File: config.mk
export PLATFORM = sky130hd
export DESIGN_NAME = packet_error_injector
export DESIGN_NICKNAME = d
export VERILOG_FILES = /design/src/sv/pei_pkg.sv /design/src/sv/pei_mulacc.sv /design/src/sv/packet_error_injector.sv
export SDC_FILE = /design/constraint.sdc
export NUM_CORES = 2
export LEC_CHECK = 0
export BUFFER_PORTS_ARGS = -buffer_cell sky130_fd_sc_hd__buf_2
export CORE_MARGIN = 4
export CORE_UTILIZATION = 45
export DETAILED_ROUTE_END_ITERATION = 10
export GPL_TIMING_DRIVEN = 0
export PLACE_DENSITY_LB_ADDON = 0.1
export SKIP_LAST_GASP = 1
export SLEW_MARGIN = 20
export SYNTH_ARGS = -nofsm -noshare
export SYNTH_HDL_FRONTEND = slang
export SYNTH_SLANG_ARGS = --single-unit
File: constraint.sdc
create_clock -name clk -period 11.9 [get_ports clk]
set_input_delay 1.785 -clock clk [delete_from_list [all_inputs] [get_ports clk]]
set_output_delay 1.785 -clock clk [all_outputs]
set_load 0.05 [all_outputs]
File: src/sv/pei_pkg.sv
package pei_pkg;

  // Longest packet that the byte counter and the flip index cover
  localparam int MAX_PACKET = 2048;
  localparam int POS_W      = $clog2(MAX_PACKET + 1);

  // drand48 generator constants
  localparam int          LCG_W     = 48;
  localparam int          MUL_A_W   = 35;
  localparam int          ACC_W     = 64;
  localparam int          CHUNK_W   = 16;
  localparam int          PROD_W    = MUL_A_W + CHUNK_W;
  localparam logic [MUL_A_W-1:0] LCG_MUL   = 35'h5_DEEC_E66D;
  localparam logic [ACC_W-1:0]   LCG_ADD   = 64'hB;
  localparam logic [15:0]        SEED_LOW  = 16'h330E;
  localparam logic [LCG_W-1:0]   LCG_RESET = 48'h0000_000A_330E;

  // Configuration register indexes
  localparam int CFG_IDX_W = 2;
  localparam int CFG_W     = 48;
  localparam logic [CFG_IDX_W-1:0] CFG_THRESHOLD = 2'd0;
  localparam logic [CFG_IDX_W-1:0] CFG_DROP_EN   = 2'd1;
  localparam logic [CFG_IDX_W-1:0] CFG_FLIP_EN   = 2'd2;
  localparam logic [CFG_IDX_W-1:0] CFG_SEED      = 2'd3;

  typedef struct packed {
    logic [7:0]  data_byte;
    logic [11:0] packet_length;
    logic        last_byte;
  } pei_in_t;

  typedef struct packed {
    logic [7:0] out_byte;
    logic       out_last;
    logic       was_flipped;
  } pei_out_t;

  // Request to the shared multiply-accumulate unit
  typedef struct packed {
    logic               start;
    logic [MUL_A_W-1:0] opa;
    logic [LCG_W-1:0]   opb;
    logic [ACC_W-1:0]   init;
  } pei_mul_req_t;

  // Response: done pulses for one cycle while acc holds the result
  typedef struct packed {
    logic             busy;
    logic             done;
    logic [ACC_W-1:0] acc;
  } pei_mul_rsp_t;

endpackage

File: src/sv/pei_mulacc.sv
module pei_mulacc import pei_pkg::*; (
  input  logic         clk,
  input  logic         rst_n,
  input  pei_mul_req_t req,
  output pei_mul_rsp_t rsp
);

  logic               busy_r, busy_nxt;
  logic               done_r, done_nxt;
  logic [1:0]         step_r, step_nxt;
  logic [MUL_A_W-1:0] a_r, a_nxt;
  logic [LCG_W-1:0]   b_r, b_nxt;
  logic [ACC_W-1:0]   acc_r, acc_nxt;
  logic [PROD_W-1:0]  prod_r, prod_nxt;
  logic [CHUNK_W-1:0] chunk;
  logic [ACC_W-1:0]   addend;

  // Pick the 16-bit slice of the second operand for this step
  always_comb begin
    case (step_r)
      2'd0:    chunk = b_r[15:0];
      2'd1:    chunk = b_r[31:16];
      2'd2:    chunk = b_r[47:32];
      default: chunk = '0;
    endcase
  end

  // Align the previous step's partial product
  always_comb begin
    case (step_r)
      2'd1:    addend = ACC_W'(prod_r);
      2'd2:    addend = ACC_W'({prod_r, 16'h0});
      2'd3:    addend = ACC_W'({prod_r, 32'h0});
      default: addend = '0;
    endcase
  end

  // Multiply one slice per cycle, accumulate the one before
  always_comb begin
    busy_nxt = busy_r;
    done_nxt = 1'b0;
    step_nxt = step_r;
    a_nxt    = a_r;
    b_nxt    = b_r;
    acc_nxt  = acc_r;
    prod_nxt = prod_r;
    if (req.start) begin
      busy_nxt = 1'b1;
      step_nxt = '0;
      a_nxt    = req.opa;
      b_nxt    = req.opb;
      acc_nxt  = req.init;
    end else if (busy_r) begin
      prod_nxt = a_r * chunk;
      acc_nxt  = acc_r + addend;
      step_nxt = step_r + 2'd1;
      if (step_r == 2'd3) begin
        busy_nxt = 1'b0;
        done_nxt = 1'b1;
      end
    end
  end

  always_ff @(posedge clk) begin
    if (!rst_n) begin
      busy_r <= 1'b0;
      done_r <= 1'b0;
      step_r <= '0;
    end else begin
      busy_r <= busy_nxt;
      done_r <= done_nxt;
      step_r <= step_nxt;
    end
    a_r    <= a_nxt;
    b_r    <= b_nxt;
    acc_r  <= acc_nxt;
    prod_r <= prod_nxt;
  end

  assign rsp.busy = busy_r;
  assign rsp.done = done_r;
  assign rsp.acc  = acc_r;

endmodule

File: src/sv/packet_error_injector.sv
// Continuing bytes: accepted in idle, result registered by the emit step (waits on out_stall).
// First byte of a packet: one draw, a second one when drop and flip are both enabled,
//   then a draw and index scaling if a flip is armed, each on the shared 35x16 multiply unit.
// Dropped packets produce no output items and their emit step does not wait on out_stall.
// Reset (synchronous, rst_n low): generator loads 0xA330E (seed 10), threshold and
//   enables clear, byte counter restarts at packet start, output empties.
module packet_error_injector import pei_pkg::*; (
  input  logic                 clk,
  input  logic                 rst_n,
  input  logic                 in_valid,
  output logic                 in_stall,
  input  pei_in_t              in_item,
  output logic                 out_valid,
  input  logic                 out_stall,
  output pei_out_t             out_item,
  input  logic                 cfg_we,
  input  logic [CFG_IDX_W-1:0] cfg_index,
  input  logic [CFG_W-1:0]     cfg_data
);

  localparam logic [2:0] S_IDLE  = 3'd0;
  localparam logic [2:0] S_DRAW  = 3'd1;
  localparam logic [2:0] S_PICK  = 3'd2;
  localparam logic [2:0] S_FLIP  = 3'd3;
  localparam logic [2:0] S_SCALE = 3'd4;
  localparam logic [2:0] S_EMIT  = 3'd5;

  logic [2:0]       state_r, state_nxt;
  logic [LCG_W-1:0] lcg_r, lcg_nxt;
  logic [LCG_W-1:0] thr_r, thr_nxt;
  logic             den_r, den_nxt;
  logic             fen_r, fen_nxt;
  logic [POS_W-1:0] pos_r, pos_nxt;
  logic [POS_W-1:0] len_r, len_nxt;
  logic [POS_W-1:0] fidx_r, fidx_nxt;
  logic             drop_r, drop_nxt;
  logic             armed_r, armed_nxt;
  logic [7:0]       data_r, data_nxt;
  logic             last_r, last_nxt;
  logic             out_valid_r, out_valid_nxt;
  pei_out_t         out_item_r, out_item_nxt;

  pei_mul_req_t     mul_req;
  pei_mul_rsp_t     mul_rsp;
  logic [LCG_W-1:0] res48;
  logic             hit;
  logic             hit_now;
  logic             out_free;
  logic [POS_W-1:0] len_clamped;

  pei_mulacc u_mulacc (
    .clk   (clk),
    .rst_n (rst_n),
    .req   (mul_req),
    .rsp   (mul_rsp)
  );

  assign res48       = mul_rsp.acc[LCG_W-1:0];
  assign hit         = (res48 <= thr_r) && (den_r || fen_r);
  assign hit_now     = armed_r && (pos_r == fidx_r);
  assign out_free    = !out_valid_r || !out_stall;
  assign len_clamped = (int'(in_item.packet_length) > MAX_PACKET) ?
                       POS_W'(MAX_PACKET) : POS_W'(in_item.packet_length);

  // Sequence draws through the shared unit, then emit or drop the item
  always_comb begin
    state_nxt     = state_r;
    lcg_nxt       = lcg_r;
    thr_nxt       = thr_r;
    den_nxt       = den_r;
    fen_nxt       = fen_r;
    pos_nxt       = pos_r;
    len_nxt       = len_r;
    fidx_nxt      = fidx_r;
    drop_nxt      = drop_r;
    armed_nxt     = armed_r;
    data_nxt      = data_r;
    last_nxt      = last_r;
    out_valid_nxt = out_valid_r && out_stall;
    out_item_nxt  = out_item_r;
    mul_req.start = 1'b0;
    mul_req.opa   = LCG_MUL;
    mul_req.opb   = res48;
    mul_req.init  = LCG_ADD;

    case (state_r)
      S_IDLE: begin
        if (in_valid) begin
          data_nxt = in_item.data_byte;
          last_nxt = in_item.last_byte;
          if (pos_r == '0) begin
            len_nxt       = len_clamped;
            drop_nxt      = 1'b0;
            armed_nxt     = 1'b0;
            fidx_nxt      = '0;
            mul_req.start = 1'b1;
            mul_req.opb   = lcg_r;
            state_nxt     = S_DRAW;
          end else begin
            state_nxt = S_EMIT;
          end
        end
      end
      S_DRAW: begin
        if (mul_rsp.done) begin
          lcg_nxt = res48;
          if (hit && den_r && fen_r) begin
            mul_req.start = 1'b1;
            state_nxt     = S_PICK;
          end else if (hit && den_r) begin
            drop_nxt  = 1'b1;
            state_nxt = S_EMIT;
          end else if (hit) begin
            mul_req.start = 1'b1;
            state_nxt     = S_FLIP;
          end else begin
            state_nxt = S_EMIT;
          end
        end
      end
      S_PICK: begin
        if (mul_rsp.done) begin
          lcg_nxt = res48;
          if (res48[LCG_W-1]) begin
            mul_req.start = 1'b1;
            state_nxt     = S_FLIP;
          end else begin
            drop_nxt  = 1'b1;
            state_nxt = S_EMIT;
          end
        end
      end
      S_FLIP: begin
        // Scale the fresh draw by the packet length
        if (mul_rsp.done) begin
          lcg_nxt       = res48;
          mul_req.start = 1'b1;
          mul_req.opa   = MUL_A_W'(len_r);
          mul_req.init  = '0;
          state_nxt     = S_SCALE;
        end
      end
      S_SCALE: begin
        if (mul_rsp.done) begin
          fidx_nxt  = mul_rsp.acc[LCG_W +: POS_W];
          armed_nxt = 1'b1;
          state_nxt = S_EMIT;
        end
      end
      S_EMIT: begin
        if (drop_r || out_free) begin
          if (!drop_r) begin
            out_valid_nxt            = 1'b1;
            out_item_nxt.out_byte    = hit_now ? ~data_r : data_r;
            out_item_nxt.out_last    = last_r;
            out_item_nxt.was_flipped = hit_now;
          end
          // Advance the byte counter, restart at packet end
          if (last_r) begin
            pos_nxt   = '0;
            drop_nxt  = 1'b0;
            armed_nxt = 1'b0;
            fidx_nxt  = '0;
          end else if (int'(pos_r) < MAX_PACKET) begin
            pos_nxt = pos_r + POS_W'(1);
          end
          state_nxt = S_IDLE;
        end
      end
      default: begin
        state_nxt = S_IDLE;
      end
    endcase

    // Register writes; a seed write reloads the generator at once
    if (cfg_we) begin
      case (cfg_index)
        CFG_THRESHOLD: thr_nxt = cfg_data[LCG_W-1:0];
        CFG_DROP_EN:   den_nxt = cfg_data[0];
        CFG_FLIP_EN:   fen_nxt = cfg_data[0];
        CFG_SEED:      lcg_nxt = {cfg_data[31:0], SEED_LOW};
        default:       ;
      endcase
    end
  end

  always_ff @(posedge clk) begin
    if (!rst_n) begin
      state_r     <= S_IDLE;
      lcg_r       <= LCG_RESET;
      thr_r       <= '0;
      den_r       <= 1'b0;
      fen_r       <= 1'b0;
      pos_r       <= '0;
      fidx_r      <= '0;
      drop_r      <= 1'b0;
      armed_r     <= 1'b0;
      out_valid_r <= 1'b0;
    end else begin
      state_r     <= state_nxt;
      lcg_r       <= lcg_nxt;
      thr_r       <= thr_nxt;
      den_r       <= den_nxt;
      fen_r       <= fen_nxt;
      pos_r       <= pos_nxt;
      fidx_r      <= fidx_nxt;
      drop_r      <= drop_nxt;
      armed_r     <= armed_nxt;
      out_valid_r <= out_valid_nxt;
    end
    len_r      <= len_nxt;
    data_r     <= data_nxt;
    last_r     <= last_nxt;
    out_item_r <= out_item_nxt;
  end

  assign in_stall  = (state_r != S_IDLE);
  assign out_valid = out_valid_r;
  assign out_item  = out_item_r;

  // The multiply unit only answers while a draw or scaling is pending
  a_done_in_draw: assert property (@(posedge clk) disable iff (!rst_n)
    mul_rsp.done |-> (state_r == S_DRAW || state_r == S_PICK ||
                      state_r == S_FLIP || state_r == S_SCALE))
    else $error("multiply result outside a draw");

  // The multiply unit is only started while it is idle
  a_start_idle: assert property (@(posedge clk) disable iff (!rst_n)
    mul_req.start |-> !mul_rsp.busy)
    else $error("multiply started while busy");

  // A new output item only comes from the emit step
  a_out_from_emit: assert property (@(posedge clk) disable iff (!rst_n)
    $rose(out_valid_r) |-> $past(state_r) == S_EMIT)
    else $error("output raised outside emit");

  // The scaled flip index lies inside the packet
  a_index_range: assert property (@(posedge clk) disable iff (!rst_n)
    armed_r |-> (fidx_r < len_r || len_r == '0))
    else $error("flip index beyond packet length");

  // A packet is never both dropped and flipped
  a_drop_xor_flip: assert property (@(posedge clk) disable iff (!rst_n)
    drop_r |-> !armed_r)
    else $error("drop and flip both set");

endmodule
==> summary.md <==
| Metric | Value |
|---|---|
| Met3 wire len | `4330 µm` |
| Post-synth EDFFs | `203` |
| Yosys top cell area share | `20.5%` |
| Hold_buf cts | `0` |
| Routed Wire Length | `96,600 µm` |
| Diode count | `0` |
| Pre-Repair DR Iteration Count | `9` |
| Routability Congestion | `0.960` |
| Clk sinks | `335` |
| Period utilisation layout | `84.9%` |
| Clk slew on worst S/H paths | `0.06 ns` |
| Total track usage | `26.2%` |
| Post-layout minimum cycle time | `10.11 ns` |
| Cell count after placement | `4,246` |
| Setup repair after global routing missed its margin | `no` |
| GRT overflow | `0` |
| Worst Hold End | `lcg_r[11]` |
| Vias in the first global route | `24,700` |
| Number of synthesized register bits | `335` |
| PortBufs | `86` |
| Hold Violations, Final | `0` |
| Worst r2r dst | `u_mulacc.prod_r[50]` |
| CORE AREA | `68,500 µm²` |
| Non-Filler Instances | `4,319` |
| Site Rows | `96` |
| Clk_skew | `0.0275 ns` |
| Setup slack, reg-to-reg | `1.79 ns` |
| Hold Path Depth | `2` |
| Crit Path Class | `reg2reg` |
| Starting Density | `45.4%` |
| Worst r2r src | `u_mulacc.step_r[0]` |
| Synth warnings | `0` |
| Post-CTS Resized | `0` |
| Mapped Nets | `3,947` |
| Unique masters post-synth | `84` |
| Synth-to-Final Area Change | `9.21%` |
| Hpwl dp | `79,900 µm` |
| DRC errors left | `0` |
| Area of the die | `73,300 µm²` |
| Post-CTS Setup Inserts | `0` |
| Slew HR | `23.3%` |
| I/O pin total | `88` |
| Antenna Nets Post-Route | `0` |
| Max-cap violations | `0` |
| Least-Margin Pin Slew | `1.14 ns` |
| CP arrival | `10.36 ns` |
| Bufs and invs on worst path | `8` |
| Layout fillers | `6,497` |
| Max-slew violation count | `0` |
| Total number of H-tree levels | `2` |
| Final #Nets | `4,078` |
| Mapped Area | `31,100 µm²` |
| M1 WL | `40,600 µm` |
| HP Class | `reg2reg` |
| Share of layout cells above drive strength 1 | `6.81%` |
| Outcome | `completed` |
| Area leader, netlist | `fa_1` |
| Reg2Reg Depth | `28` |
| Commonest register cell after synthesis | `edfxtp_1` |
| Top sig layer | `met4` |
| Number of antenna violations at the first check in global routing | `0` |
| Setup TNS | `0 ns` |
| Achievable Freq | `0.0989 GHz` |
| CP required | `12.15 ns` |
| CTS Buffer Depth | `3` |
| Setup violators final | `0` |
| Max stage delay cell, worst path | `clkbuf_1` |
| Root Buffer | `clkbuf_16` |
| CTS tree | `built` |
| Hold_sp | `lcg_r[11]` |
| Drt wl/cell | `22.4 µm` |
| Crit. End Element | `flop` |
| Synth cell count leaders | `inv_1 (511), nand2_1 (354), fa_1 (318), ha_1 (278), nor2_1 (229)` |
| Worst Setup Start Kind | `flop` |
| Die H | `271 µm` |
| Top cells by area, synth | `fa_1 (20%), edfxtp_1 (20%), ha_1 (11%), dfxtp_1 (8.5%), inv_1 (6.2%)` |
| Via density | `5.52` |
| Synthesized area per cell | `9.49 µm²` |
| Post-synth ARST share | `0%` |
| Seq/Total Area, Yosys | `28.1%` |
| Via Count | `23,900` |
| DRT iter0 DRCs | `2,080` |
| Critical path peak fanout | `10` |
| CTS buffer count | `39` |
| Syn Inst Count | `3,275` |
| Largest net degree at the start of global routing | `49` |
| Top delay family on crit path | `adder cells` |
| First-pass GRT wire length | `148,000 µm` |
| Worst-Skew Late Latency | `0.57 ns` |
| Chip width | `271 µm` |
| Met2 wire len | `47,800 µm` |
| Crit-path max cell delay | `0.76 ns` |
| Cell with the most instances after synthesis | `inv_1` |
[placed cells by master, fill, tap and decap left out, types with 8 or more instances in the layout]
master	instances
clkbuf_1	111
xor2_1	52
and3_1	13
a222oi_1	35
dfxtp_1	132
mux2i_1	35
ha_1	278
a21o_1	68
a211oi_1	9
and2_1	151
nor4_1	8
xnor2_1	76
nand4_1	36
a21oi_1	193
inv_1	511
a221oi_1	9
o21a_1	11
edfxtp_1	203
nor3_1	24
clkbuf_16	40
buf_2	99
nand2_1	354
nor2_1	229
o211ai_1	9
o31ai_1	9
buf_1	9
o21ai_0	90
fa_1	318
clkinv_1	8
o21bai_1	23
a31oi_1	14
nand3_1	44
a22oi_1	40
mux2_2	46
nor2b_1	26
nand2b_1	19
[registers in the layout (all words and copies together), names as in the netlist]
| name | count |
|---|---|
| last_r | 1 |
| data_r | 8 |
| u_mulacc.busy_r | 1 |
| u_mulacc.step_r | 2 |
| len_r | 12 |
| armed_r | 1 |
| drop_r | 1 |
| out_item | 10 |
| thr_r | 48 |
| u_mulacc.acc_r | 60 |
| u_mulacc.a_r | 13 |
| den_r | 1 |
| fen_r | 1 |
| u_mulacc.done_r | 1 |
| out_valid | 1 |
| lcg_r | 48 |
| state_r | 3 |
| u_mulacc.prod_r | 51 |
| u_mulacc.b_r | 48 |
| pos_r | 12 |
| fidx_r | 12 |
[logic make-up (layout without fill, tap and decap cells)]
group / count (synthesis) / in the layout / share of synthesized area, %
multiplexers: 82 / 82 / 2.83
flip-flops: 335 / 335 / 28.1
XOR/XNOR: 128 / 128 / 3.61
AO/OA/AOI/OAI: 564 / 564 / 12.0
AND/OR/NAND/NOR: 935 / 935 / 14.0
buffers and inverters: 635 / 797 / 7.73
adder cells (fa/ha/maj): 596 / 596 / 31.7
[stage by stage]
step	setup slack (ns)	instance area (µm²)	hold slack, ns	utilization (%)
CTS	1.99	33900	0.456	49.5
floorplan	4.51	31100	0.433	-
finish	1.79	33900	0.457	49.6
global route	1.50	33900	0.472	49.6
global placement	2.20	32600	0.439	47.6
detailed placement	2.02	32700	0.446	47.7
[routing by layer]
layer	GRT usage (%)	vias to the layer above
met1	33.3	11900
met2	46.3	671
met4	9.64	0
met3	2.94	178
met5	0	-
li1	-	11200
[worst register-to-register path, delay by kind of cell, from the launching register on]
family,cells,cell delay [ns]
fa+ha+maj,8,3.53
buf+inv,8,1.75
flops,1,0.35
mux,1,0.17
compound gates,8,2.82
simple gates,3,1.19
[worst max path at each step]
stage               slack [ns]                   to  depth (start not counted)                from
floorplan                 4.51  u_mulacc.prod_r[50]                         30  u_mulacc.step_r[0]
global placement          2.20  u_mulacc.prod_r[50]                         29  u_mulacc.step_r[0]
detailed placement        2.02  u_mulacc.prod_r[50]                         29  u_mulacc.step_r[0]
CTS                       1.99  u_mulacc.prod_r[50]                         29  u_mulacc.step_r[0]
global route              1.50  u_mulacc.prod_r[50]                         29  u_mulacc.step_r[0]
finish                    1.79  u_mulacc.prod_r[50]                         28  u_mulacc.step_r[0]
[area by class of cell]
| cell class | count | area, µm² | share of cell area (%) |
|---|---|---|---|
| multi-input cells | 2305 | 19900 | 58.8 |
| flip-flops and latches | 335 | 8740 | 25.8 |
| inverters | 512 | 1920 | 5.66 |
| well taps | 882 | 1100 | 3.25 |
| clock buffers | 52 | 1060 | 3.11 |
| repair buffers | 90 | 505 | 1.49 |
| plain buffers | 123 | 482 | 1.42 |
| clock inverters | 20 | 169 | 0.498 |
Power is left out: the tool's default activity adds up to more than one toggle a clock period on the data nets, which glitch-free logic cannot reach.
